$ cat src/serial_slot_sort_and_tail_emit_unit_defines.svh
// ----------------------------------------------------------------------------
// Assertion macros for the serial slot sort and tail emit unit.
// Each macro expects a clock named clk and a reset named rst in scope.
// ----------------------------------------------------------------------------
`ifndef SERIAL_SLOT_SORT_AND_TAIL_EMIT_UNIT_DEFINES_SVH
`define SERIAL_SLOT_SORT_AND_TAIL_EMIT_UNIT_DEFINES_SVH

// The consequent must hold in the same cycle as the antecedent.
`define SSTE_ASSERT_NOW(label, ante, cons) \
  label: assert property (@(posedge clk) disable iff (rst) (ante) |-> (cons)) \
    else $error("sste assertion failed");

// The consequent must hold in the cycle after the antecedent.
`define SSTE_ASSERT_NEXT(label, ante, cons) \
  label: assert property (@(posedge clk) disable iff (rst) (ante) |=> (cons)) \
    else $error("sste assertion failed");

`endif

$ cat src/sste_pkg.sv
// ----------------------------------------------------------------------------
// sste_pkg
// Shared constants, codes and command/status types of the sort and emit unit.
// ----------------------------------------------------------------------------
`timescale 1ns / 1ps

package sste_pkg;

  localparam int DEPTH     = 64;
  localparam int IDX_W     = (DEPTH > 1) ? $clog2(DEPTH) : 1;
  localparam int CNT_W     = $clog2(DEPTH + 1);
  localparam int SER_W     = 32;
  localparam int TAG_W     = 16;
  localparam int STATUS_W  = 3;
  localparam int CFG_IDX_W = 1;

  typedef logic [IDX_W-1:0] idx_t;
  typedef logic [CNT_W-1:0] cnt_t;

  typedef struct packed {
    logic [SER_W-1:0] ser;
    logic [TAG_W-1:0] tag;
  } entry_t;

  typedef enum logic [STATUS_W-1:0] {
    ST_ENTRY         = 3'd0,
    ST_NONE_LOADED   = 3'd1,
    ST_TOO_MANY      = 3'd2,
    ST_OUT_OF_BOUNDS = 3'd3,
    ST_DUPLICATE     = 3'd4,
    ST_NONE_EMITTED  = 3'd5,
    ST_CAPACITY      = 3'd6
  } status_t;

  typedef enum logic [CFG_IDX_W-1:0] {
    REG_NEWEST = 1'b0,
    REG_HELD   = 1'b1
  } cfg_reg_t;

  typedef enum logic [1:0] {
    SEL_ZERO,
    SEL_MAX,
    SEL_CUR,
    SEL_FROM
  } ser_sel_t;

  typedef struct packed {
    logic     calc_lo;
    logic     pos_clr;
    logic     pos_inc;
    logic     latch_cur;
    logic     rd_tgt;
    logic     wr_tgt;
    logic     wr_pos;
    logic     emit_start;
    logic     rd_emit;
    logic     load_entry;
    logic     report;
    status_t  rep_code;
    ser_sel_t ser_sel;
    logic     clear_load;
  } sste_cmd_t;

  typedef struct packed {
    logic overflowed;
    logic count_zero;
    logic too_many;
    logic oob;
    logic at_home;
    logic dup;
    logic last_pos;
    logic none_emit;
    logic last_emit;
    logic out_free;
  } sste_stat_t;

endpackage

$ cat src/sste_ram.sv
// ----------------------------------------------------------------------------
// sste_ram
// Generic single write port, single read port RAM with registered read data.
// ----------------------------------------------------------------------------
`timescale 1ns / 1ps

module sste_ram #(
  parameter int WIDTH = 8,
  parameter int DEPTH = 16
) (
  input  logic                                          clk,
  input  logic                                          we,
  input  logic [((DEPTH > 1) ? $clog2(DEPTH) : 1)-1:0]  waddr,
  input  logic [WIDTH-1:0]                              wdata,
  input  logic [((DEPTH > 1) ? $clog2(DEPTH) : 1)-1:0]  raddr,
  output logic [WIDTH-1:0]                              rdata
);

  logic [WIDTH-1:0] mem [DEPTH];

  always_ff @(posedge clk) begin
    if (we) begin
      mem[waddr] <= wdata;
    end
    rdata <= mem[raddr];
  end

endmodule

$ cat src/sste_ctrl.sv
// ----------------------------------------------------------------------------
// sste_ctrl
// Sequencer for load, in-place placement sort and ordered emission.
// ----------------------------------------------------------------------------
`timescale 1ns / 1ps

module sste_ctrl
  import sste_pkg::*;
(
  input  logic       clk,
  input  logic       rst,
  input  logic       in_valid,
  input  logic       final_item,
  output logic       in_ready,
  input  sste_stat_t stat,
  output sste_cmd_t  cmd
);

  typedef enum logic [3:0] {
    S_IDLE,
    S_PRE,
    S_RDPOS,
    S_LATCH,
    S_CHECK,
    S_TGT,
    S_SWAP,
    S_EMITCHK,
    S_ERD,
    S_ELOAD,
    S_REPORT
  } state_t;

  state_t   state, state_next;
  status_t  rep_code, rep_code_next;
  ser_sel_t rep_sel, rep_sel_next;

  assign in_ready = (state == S_IDLE);

  always_comb begin
    state_next    = state;
    rep_code_next = rep_code;
    rep_sel_next  = rep_sel;
    cmd           = '0;
    cmd.rep_code  = rep_code;
    cmd.ser_sel   = rep_sel;
    unique case (state)
      S_IDLE: begin
        if (in_valid && final_item) begin
          state_next = S_PRE;
        end
      end
      S_PRE: begin
        priority if (stat.overflowed) begin
          rep_code_next = ST_CAPACITY;
          rep_sel_next  = SEL_ZERO;
          state_next    = S_REPORT;
        end else if (stat.count_zero) begin
          rep_code_next = ST_NONE_LOADED;
          rep_sel_next  = SEL_ZERO;
          state_next    = S_REPORT;
        end else if (stat.too_many) begin
          rep_code_next = ST_TOO_MANY;
          rep_sel_next  = SEL_MAX;
          state_next    = S_REPORT;
        end else begin
          cmd.calc_lo = 1'b1;
          cmd.pos_clr = 1'b1;
          state_next  = S_RDPOS;
        end
      end
      S_RDPOS: begin
        state_next = S_LATCH;
      end
      S_LATCH: begin
        cmd.latch_cur = 1'b1;
        state_next    = S_CHECK;
      end
      S_CHECK: begin
        priority if (stat.oob) begin
          rep_code_next = ST_OUT_OF_BOUNDS;
          rep_sel_next  = SEL_CUR;
          state_next    = S_REPORT;
        end else if (stat.at_home) begin
          if (stat.last_pos) begin
            state_next = S_EMITCHK;
          end else begin
            cmd.pos_inc = 1'b1;
            state_next  = S_RDPOS;
          end
        end else begin
          cmd.rd_tgt = 1'b1;
          state_next = S_TGT;
        end
      end
      S_TGT: begin
        if (stat.dup) begin
          rep_code_next = ST_DUPLICATE;
          rep_sel_next  = SEL_CUR;
          state_next    = S_REPORT;
        end else begin
          cmd.wr_tgt = 1'b1;
          state_next = S_SWAP;
        end
      end
      S_SWAP: begin
        cmd.wr_pos = 1'b1;
        state_next = S_CHECK;
      end
      S_EMITCHK: begin
        if (stat.none_emit) begin
          rep_code_next = ST_NONE_EMITTED;
          rep_sel_next  = SEL_FROM;
          state_next    = S_REPORT;
        end else begin
          cmd.emit_start = 1'b1;
          state_next     = S_ERD;
        end
      end
      S_ERD: begin
        if (stat.out_free) begin
          cmd.rd_emit = 1'b1;
          state_next  = S_ELOAD;
        end
      end
      S_ELOAD: begin
        cmd.load_entry = 1'b1;
        if (stat.last_emit) begin
          cmd.clear_load = 1'b1;
          state_next     = S_IDLE;
        end else begin
          state_next = S_ERD;
        end
      end
      S_REPORT: begin
        if (stat.out_free) begin
          cmd.report     = 1'b1;
          cmd.clear_load = 1'b1;
          state_next     = S_IDLE;
        end
      end
      default: begin
        state_next = S_IDLE;
      end
    endcase
  end

  always_ff @(posedge clk) begin
    if (rst) begin
      state    <= S_IDLE;
      rep_code <= ST_ENTRY;
      rep_sel  <= SEL_ZERO;
    end else begin
      state    <= state_next;
      rep_code <= rep_code_next;
      rep_sel  <= rep_sel_next;
    end
  end

endmodule

$ cat src/sste_datapath.sv
// ----------------------------------------------------------------------------
// sste_datapath
// Entry store, configuration registers, placement arithmetic and the
// output register of the sort and emit unit.
// ----------------------------------------------------------------------------
`timescale 1ns / 1ps
`include "serial_slot_sort_and_tail_emit_unit_defines.svh"

module sste_datapath
  import sste_pkg::*;
(
  input  logic                 clk,
  input  logic                 rst,
  input  logic                 in_valid,
  input  logic                 in_ready,
  input  logic [SER_W-1:0]     entry_serial,
  input  logic [TAG_W-1:0]     entry_tag,
  input  logic                 has_entry,
  output logic                 out_valid,
  input  logic                 out_ready,
  output logic [SER_W-1:0]     out_serial,
  output logic [TAG_W-1:0]     out_tag,
  output logic [STATUS_W-1:0]  status,
  output logic                 last_result,
  input  logic                 cfg_valid,
  output logic                 cfg_ready,
  input  logic [CFG_IDX_W-1:0] cfg_index,
  input  logic [SER_W-1:0]     cfg_data,
  input  sste_cmd_t            cmd,
  output sste_stat_t           stat
);

  logic [SER_W-1:0] newest_ser;
  logic [SER_W-1:0] held_ser;
  cnt_t             entry_count;
  logic             overflowed;
  idx_t             pos;
  idx_t             emit_idx;
  entry_t           cur;
  entry_t           tgt;
  logic [SER_W:0]   lo;

  logic             in_fire;
  logic             full;
  logic [SER_W+1:0] diff;
  idx_t             target;
  logic [SER_W:0]   max_p1;
  logic [SER_W-1:0] span;
  logic [SER_W:0]   count_w;
  logic [SER_W-1:0] count_s;
  cnt_t             emit_first;
  logic             ram_we;
  idx_t             ram_waddr;
  idx_t             ram_raddr;
  entry_t           ram_wdata;
  entry_t           ram_rdata;
  logic [SER_W-1:0] rep_serial;

  assign cfg_ready = 1'b1;
  assign in_fire   = in_valid & in_ready;
  assign full      = (entry_count >= CNT_W'(DEPTH));

  assign count_w    = {{(SER_W + 1 - CNT_W){1'b0}}, entry_count};
  assign count_s    = count_w[SER_W-1:0];
  assign max_p1     = {1'b0, newest_ser} + {{SER_W{1'b0}}, 1'b1};
  assign diff       = {2'b00, cur.ser} - {1'b0, lo};
  assign target     = diff[IDX_W-1:0];
  assign span       = newest_ser - held_ser;
  assign emit_first = entry_count - span[CNT_W-1:0];

  assign stat.overflowed = overflowed;
  assign stat.count_zero = (entry_count == '0);
  assign stat.too_many   = (max_p1 < count_w);
  assign stat.oob        = diff[SER_W+1] | (diff[SER_W:0] >= count_w);
  assign stat.at_home    = (target == pos);
  assign stat.dup        = (ram_rdata.ser == cur.ser);
  assign stat.last_pos   = (({1'b0, pos} + CNT_W'(1)) == entry_count);
  assign stat.none_emit  = (held_ser >= newest_ser) | (span > count_s);
  assign stat.last_emit  = (({1'b0, emit_idx} + CNT_W'(1)) == entry_count);
  assign stat.out_free   = ~out_valid | out_ready;

  always_comb begin
    ram_we    = cmd.wr_tgt | cmd.wr_pos | (in_fire & has_entry & ~full);
    ram_waddr = entry_count[IDX_W-1:0];
    ram_wdata = '{ser: entry_serial, tag: entry_tag};
    priority if (cmd.wr_tgt) begin
      ram_waddr = target;
      ram_wdata = cur;
    end else if (cmd.wr_pos) begin
      ram_waddr = pos;
      ram_wdata = tgt;
    end
  end

  always_comb begin
    priority if (cmd.rd_tgt) begin
      ram_raddr = target;
    end else if (cmd.rd_emit) begin
      ram_raddr = emit_idx;
    end else begin
      ram_raddr = pos;
    end
  end

  always_comb begin
    unique case (cmd.ser_sel)
      SEL_ZERO: rep_serial = '0;
      SEL_MAX:  rep_serial = newest_ser;
      SEL_CUR:  rep_serial = cur.ser;
      SEL_FROM: rep_serial = held_ser;
      default:  rep_serial = '0;
    endcase
  end

  sste_ram #(
    .WIDTH ($bits(entry_t)),
    .DEPTH (DEPTH)
  ) u_store (
    .clk   (clk),
    .we    (ram_we),
    .waddr (ram_waddr),
    .wdata (ram_wdata),
    .raddr (ram_raddr),
    .rdata (ram_rdata)
  );

  always_ff @(posedge clk) begin
    if (rst) begin
      newest_ser  <= '0;
      held_ser    <= '0;
      entry_count <= '0;
      overflowed  <= 1'b0;
      out_valid   <= 1'b0;
    end else begin
      if (cfg_valid && cfg_ready) begin
        if (cfg_index == REG_NEWEST) begin
          newest_ser <= cfg_data;
        end
        if (cfg_index == REG_HELD) begin
          held_ser <= cfg_data;
        end
      end
      if (cmd.clear_load) begin
        entry_count <= '0;
        overflowed  <= 1'b0;
      end else if (in_fire && has_entry) begin
        if (full) begin
          overflowed <= 1'b1;
        end else begin
          entry_count <= entry_count + CNT_W'(1);
        end
      end
      if (cmd.load_entry || cmd.report) begin
        out_valid <= 1'b1;
      end else if (out_ready) begin
        out_valid <= 1'b0;
      end
    end
  end

  always_ff @(posedge clk) begin
    if (cmd.calc_lo) begin
      lo <= max_p1 - count_w;
    end
    if (cmd.pos_clr) begin
      pos <= '0;
    end else if (cmd.pos_inc) begin
      pos <= pos + IDX_W'(1);
    end
    if (cmd.latch_cur) begin
      cur <= ram_rdata;
    end else if (cmd.wr_pos) begin
      cur <= tgt;
    end
    if (cmd.wr_tgt) begin
      tgt <= ram_rdata;
    end
    if (cmd.emit_start) begin
      emit_idx <= emit_first[IDX_W-1:0];
    end else if (cmd.load_entry) begin
      emit_idx <= emit_idx + IDX_W'(1);
    end
    if (cmd.load_entry) begin
      out_serial  <= ram_rdata.ser;
      out_tag     <= ram_rdata.tag;
      status      <= ST_ENTRY;
      last_result <= stat.last_emit;
    end else if (cmd.report) begin
      out_serial  <= rep_serial;
      out_tag     <= '0;
      status      <= cmd.rep_code;
      last_result <= 1'b1;
    end
  end

  `SSTE_ASSERT_NOW(a_count_bound, 1'b1, entry_count <= CNT_W'(DEPTH))
  `SSTE_ASSERT_NOW(a_overflow_full, overflowed, entry_count == CNT_W'(DEPTH))
  `SSTE_ASSERT_NOW(a_out_not_lost, cmd.load_entry || cmd.report, !out_valid || out_ready)
  `SSTE_ASSERT_NOW(a_swap_moves, cmd.wr_tgt, target != pos)
  `SSTE_ASSERT_NEXT(a_swap_pairs, cmd.wr_tgt, cmd.wr_pos)

endmodule

$ cat src/serial_slot_sort_and_tail_emit_unit.sv
// ----------------------------------------------------------------------------
// serial_slot_sort_and_tail_emit_unit
// Loads serial/tag entries, sorts them in place by serial and emits the tail
// of the sequence above a given serial, or one status result.
// ----------------------------------------------------------------------------
//  channel  handshake            payload
//  input    in_valid/in_ready    entry_serial, entry_tag, has_entry, final_item
//  output   out_valid/out_ready  out_serial, out_tag, status, last_result
//  config   cfg_valid/cfg_ready  cfg_index, cfg_data
//
//  Each request that does not close a load is accepted whenever the sequencer is idle.
//  A closing request runs a setup check, then the placement sort, which visits
//  each stored entry and swaps misplaced ones, then emits the tail one entry
//  at a time; the single port store serialises these steps.
//  Reset clears the entry count, the overflow flag, the config registers and
//  out_valid; the store is not cleared. A stalled output holds the sequencer;
//  the input is refused from closing until the run's last result is loaded.
`timescale 1ns / 1ps

module serial_slot_sort_and_tail_emit_unit
  import sste_pkg::*;
(
  input  logic                 clk,
  input  logic                 rst,
  input  logic                 in_valid,
  output logic                 in_ready,
  input  logic [SER_W-1:0]     entry_serial,
  input  logic [TAG_W-1:0]     entry_tag,
  input  logic                 has_entry,
  input  logic                 final_item,
  output logic                 out_valid,
  input  logic                 out_ready,
  output logic [SER_W-1:0]     out_serial,
  output logic [TAG_W-1:0]     out_tag,
  output logic [STATUS_W-1:0]  status,
  output logic                 last_result,
  input  logic                 cfg_valid,
  output logic                 cfg_ready,
  input  logic [CFG_IDX_W-1:0] cfg_index,
  input  logic [SER_W-1:0]     cfg_data
);

  sste_cmd_t  cmd;
  sste_stat_t stat;

  sste_ctrl u_ctrl (
    .clk        (clk),
    .rst        (rst),
    .in_valid   (in_valid),
    .final_item (final_item),
    .in_ready   (in_ready),
    .stat       (stat),
    .cmd        (cmd)
  );

  sste_datapath u_datapath (
    .clk          (clk),
    .rst          (rst),
    .in_valid     (in_valid),
    .in_ready     (in_ready),
    .entry_serial (entry_serial),
    .entry_tag    (entry_tag),
    .has_entry    (has_entry),
    .out_valid    (out_valid),
    .out_ready    (out_ready),
    .out_serial   (out_serial),
    .out_tag      (out_tag),
    .status       (status),
    .last_result  (last_result),
    .cfg_valid    (cfg_valid),
    .cfg_ready    (cfg_ready),
    .cfg_index    (cfg_index),
    .cfg_data     (cfg_data),
    .cmd          (cmd),
    .stat         (stat)
  );

endmodule
$ cat config.mk
export PLATFORM = sky130hd
export DESIGN_NAME = serial_slot_sort_and_tail_emit_unit
export DESIGN_NICKNAME = d
export VERILOG_FILES = /design/src/sste_pkg.sv /design/src/sste_ram.sv /design/src/sste_ctrl.sv /design/src/sste_datapath.sv /design/src/serial_slot_sort_and_tail_emit_unit.sv
export VERILOG_INCLUDE_DIRS = /design/src /design/src/src
export SDC_FILE = /design/constraint.sdc
export NUM_CORES = 2
export LEC_CHECK = 0
export BUFFER_PORTS_ARGS = -buffer_cell sky130_fd_sc_hd__clkbuf_2
export CORE_UTILIZATION = 30
export DETAILED_ROUTE_END_ITERATION = 8
export PLACE_DENSITY = 0.42
export SLEW_MARGIN = 20
export SYNTH_ARGS = -nofsm -noshare
export SYNTH_HDL_FRONTEND = slang
export SYNTH_SLANG_ARGS = --single-unit
export TNS_END_PERCENT = 50
$ cat constraint.sdc
create_clock -name clk -period 12.8 [get_ports clk]
set_input_delay 2.56 -clock clk [delete_from_list [all_inputs] [get_ports clk]]
set_output_delay 2.56 -clock clk [all_outputs]
set_load 0.05 [all_outputs]
==> impl_metrics.json <==
{
  "routed_via_density": 5.461,
  "synth_cells": 10860,
  "slew_viol_final": 0,
  "clock_skew_ns": 0.1042,
  "relSlewSlack_pct": 17.91,
  "grt-ovfl-total": 0,
  "fin_area_um2": 161900,
  "synth_ff_type": "edfxtp_1",
  "cts_setup_buffers": 0,
  "wire_per_inst_um": 31.44,
  "core_um2": 464800,
  "yosysSeqAreaShare_pct": 71.62,
  "ys_ff_latch": 3395,
  "cts_tree": "yes",
  "cts_root_buffer": "clkbuf_16",
  "synth_area_um2": 140400,
  "synth_warnings": 0,
  "worstSetupPathType": "reg2reg",
  "drc": 3,
  "power_frac_clock_pct": 43.7,
  "power_frac_seq_pct": 50.8,
  "cts_hold_buffers": 0,
  "layout-drive-gt1-share_pct": 10.85,
  "final.setup.tns_ns": 0,
  "place.port_buffers": 141,
  "grt_usage_pct": 22.52,
  "dpl.hpwl_um": 303800,
  "initial_core_util_pct": 30.21,
  "fmax_ghz": 0.1178,
  "post_cts_resized": 0,
  "swShare_pct": 23.50,
  "finalSetupViolations": 0,
  "tightest_slew_ns": 1.231,
  "arrival_ns": 9.40,
  "fp.dieH_um": 686.1,
  "crit_path_max_fanout": 78,
  "nNetsFinal": 11130,
  "fin_util_pct": 34.84,
  "globalplace.congestion": 0.8693,
  "ant_nets": 0,
  "grt_max_degree": 153,
  "violations": "DRC",
  "dpl_worst_slack_ns": 4.489,
  "first_pass_iters": 8,
  "cts.sinks": 3395,
  "max-cap-violations": 0,
  "hold_viol": 0,
  "p_per_area_nw_per_um2": 151.2,
  "required_ns": 13.71,
  "grt_pass1_wl_um": 751600,
  "layout_min_cycle_time_ns": 8.486,
  "ir_drop_mv": 0.09820,
  "drtIter0Drc": 10690,
  "grt_setup_unrepaired": "no",
  "areaGrowthSynthToFinish_pct": 15.34,
  "numCtsBuffers": 376,
  "wirelength_um": 548200,
  "die_x_um": 686.1,
  "rows": 250,
  "grt_pass1_vias": 90770,
  "synth_fp_nets": 11050,
  "yosysUniqueCellTypes": 87,
  "status": "complete, but fails checks",
  "clockBufferDepth": 4,
  "synth-edff-count": 3256,
  "combPwrFrac_pct": 5.6,
  "power_switching_w": 0.005753,
  "pin_count": 143,
  "grt_antenna_before_repair": 24,
  "cp-start-kind": "flop",
  "vias": 95210,
  "clkLatencyLatePin_ns": 1.00,
  "htreeDepth": 5,
  "path_clk_slew_ns": 0.06,
  "ys_async_sr_fraction_pct": 0,
  "die-area_um2": 470800,
  "syn_avg_cell_area_um2": 12.93,
  "fin_crit_sh_pct": 66.29,
  "end_kind": "flop",
  "leakage_nw": 54.57,
  "dpl_cell_area_um2": 150000,
  "setup_ws_ns": 4.314,
  "p_int_w": 0.01873,
  "hold_path_class": "reg2reg"
}
-- state kept, by name (all words and copies together) (netlist names), 2 cells and up --
register and flops:
u_datapath.out_tag 16, u_datapath.emit_idx 6, u_datapath.held_ser 32, u_ctrl.rep_sel 2
u_datapath.status 3, u_datapath.u_store.mem 3072, u_datapath.out_serial 32, u_datapath.newest_ser 32
u_ctrl.rep_code 3, u_datapath.tgt 48, u_datapath.pos 6, u_datapath.u_store.rdata 48
u_datapath.lo 33, u_datapath.cur 48, u_ctrl.state 4, u_datapath.entry_count 7
-- metrics by stage --
| stage | total power, W | cells | hold WS (ns) |
|---|---|---|---|
| final | 0.02449 | 17440 | 0.4874 |
| after global routing | 0.02515 | 17430 | 0.5071 |
| after CTS | 0.02466 | 17430 | 0.4856 |
| after detailed placement | 0.01400 | 16740 | 0.4769 |
| after global placement | 0.01400 | 16730 | 0.4683 |
| after floorplan | 0.01333 | 10860 | 0.4164 |
-- power groups by stage --
stage / registers [W] / clock network, W / logic [W]
after global routing: 0.0124 / 0.0113 / 0.00146
final: 0.0124 / 0.0107 / 0.00136
after global placement: 0.0127 / 0 / 0.00134
after detailed placement: 0.0127 / 0 / 0.00135
after floorplan: 0.0125 / 0 / 0.000787
after CTS: 0.0124 / 0.0109 / 0.00136
-- worst paths after layout --
check,slack [ns],cells past startpoint,startpoint,to
min reg2reg,0.49,2,u_datapath.held_ser[16],u_datapath.held_ser[16]
max,4.31,24,u_datapath.cur[16],u_datapath.u_store.rdata[23]
max reg2reg,4.31,24,u_datapath.cur[16],u_datapath.u_store.rdata[23]
min,0.49,2,u_datapath.held_ser[16],u_datapath.held_ser[16]
-- worst max-delay path, stage by stage, from the launching register on --
cell and delay [ns]:
edfxtp_1 0.40, inv_1 0.09, ha_1 0.21, fa_1 0.40
nand2b_1 0.19, a21oi_1 0.40, nor2b_1 0.11, xnor2_1 0.15
ha_1 0.31, a211oi_1 0.23, o211ai_1 0.14, a21oi_1 0.13
o211ai_1 0.10, a211oi_1 0.24, o2111ai_1 0.13, and4b_1 0.31
and4_1 0.40, nand3_4 0.52, nand2_4 0.82, buf_12 0.41
nand2_1 0.76, o221ai_1 0.51, o21ai_0 0.14, o32ai_1 0.86
or4_1 0.25
-- routing by layer --
layer	track usage, %	routed length (µm)
met5	0	13
met4	6.293	16420
met3	2.977	35200
met2	36.42	254100
met1	31.72	242500
-- area by class of cell --
type	count	area (µm²)
diodes	10	25.02
clock buffers	507	10320
clock inverters	183	1632
fillers	45170	302900
inverters	114	427.9
multi-input cells	6609	37790
flip-flops and latches	3395	100600
well taps	6174	7725
repair buffers	443	3462
-- cell families after synthesis --
logic type               after synthesis  synth area share [%]
AO/OA/AOI/OAI                       2283                 10.26
AND/OR/NAND/NOR                     3761                 11.48
other                                  1              0.002671
adder cells (fa/ha/maj)               99                0.9036
buffers and inverters                856                 2.484
flip-flops                          3395                 71.62
XOR/XNOR                             159                0.9918
multiplexers                         306                 2.260
-- synth_stat cells (all sizes together) (50+ instances only) --
cell type / number / area [µm²]
a211oi: 310 / 2327
a21oi: 715 / 3578
a22oi: 130 / 975.9
a31oi: 500 / 3134
a32oi: 76 / 665.6
and3: 288 / 1802
buf: 296 / 1384
clkbuf: 446 / 1675
dfxtp: 139 / 2783
edfxtp: 3256 / 97770
ha: 95 / 1189
inv: 114 / 427.9
mux2: 85 / 957.2
mux2i: 221 / 2216
nand2: 2503 / 9400
nand3: 316 / 1587
nor2: 312 / 1174
nor3: 105 / 530.5
o21ai: 270 / 1355
o221ai: 50 / 437.9
or4: 50 / 375.4
xnor2: 80 / 700.7
xor2: 79 / 691.9
-- cell usage in the layout (no fill, tap or decap), drive strengths merged, types with 80 or more instances in the layout --
master     n
o21ai    270
buf      302
nor3     105
xnor2     80
nor2     312
mux2i    221
and3     288
edfxtp  3256
a31oi    500
a211oi   310
a22oi    130
dfxtp    139
clkinv   139
inv      129
clkbuf   648
nand2   2503
a21oi    715
ha        95
nand3    316
mux2      85
No activity file was read; power rests on OpenSTA's default activity.
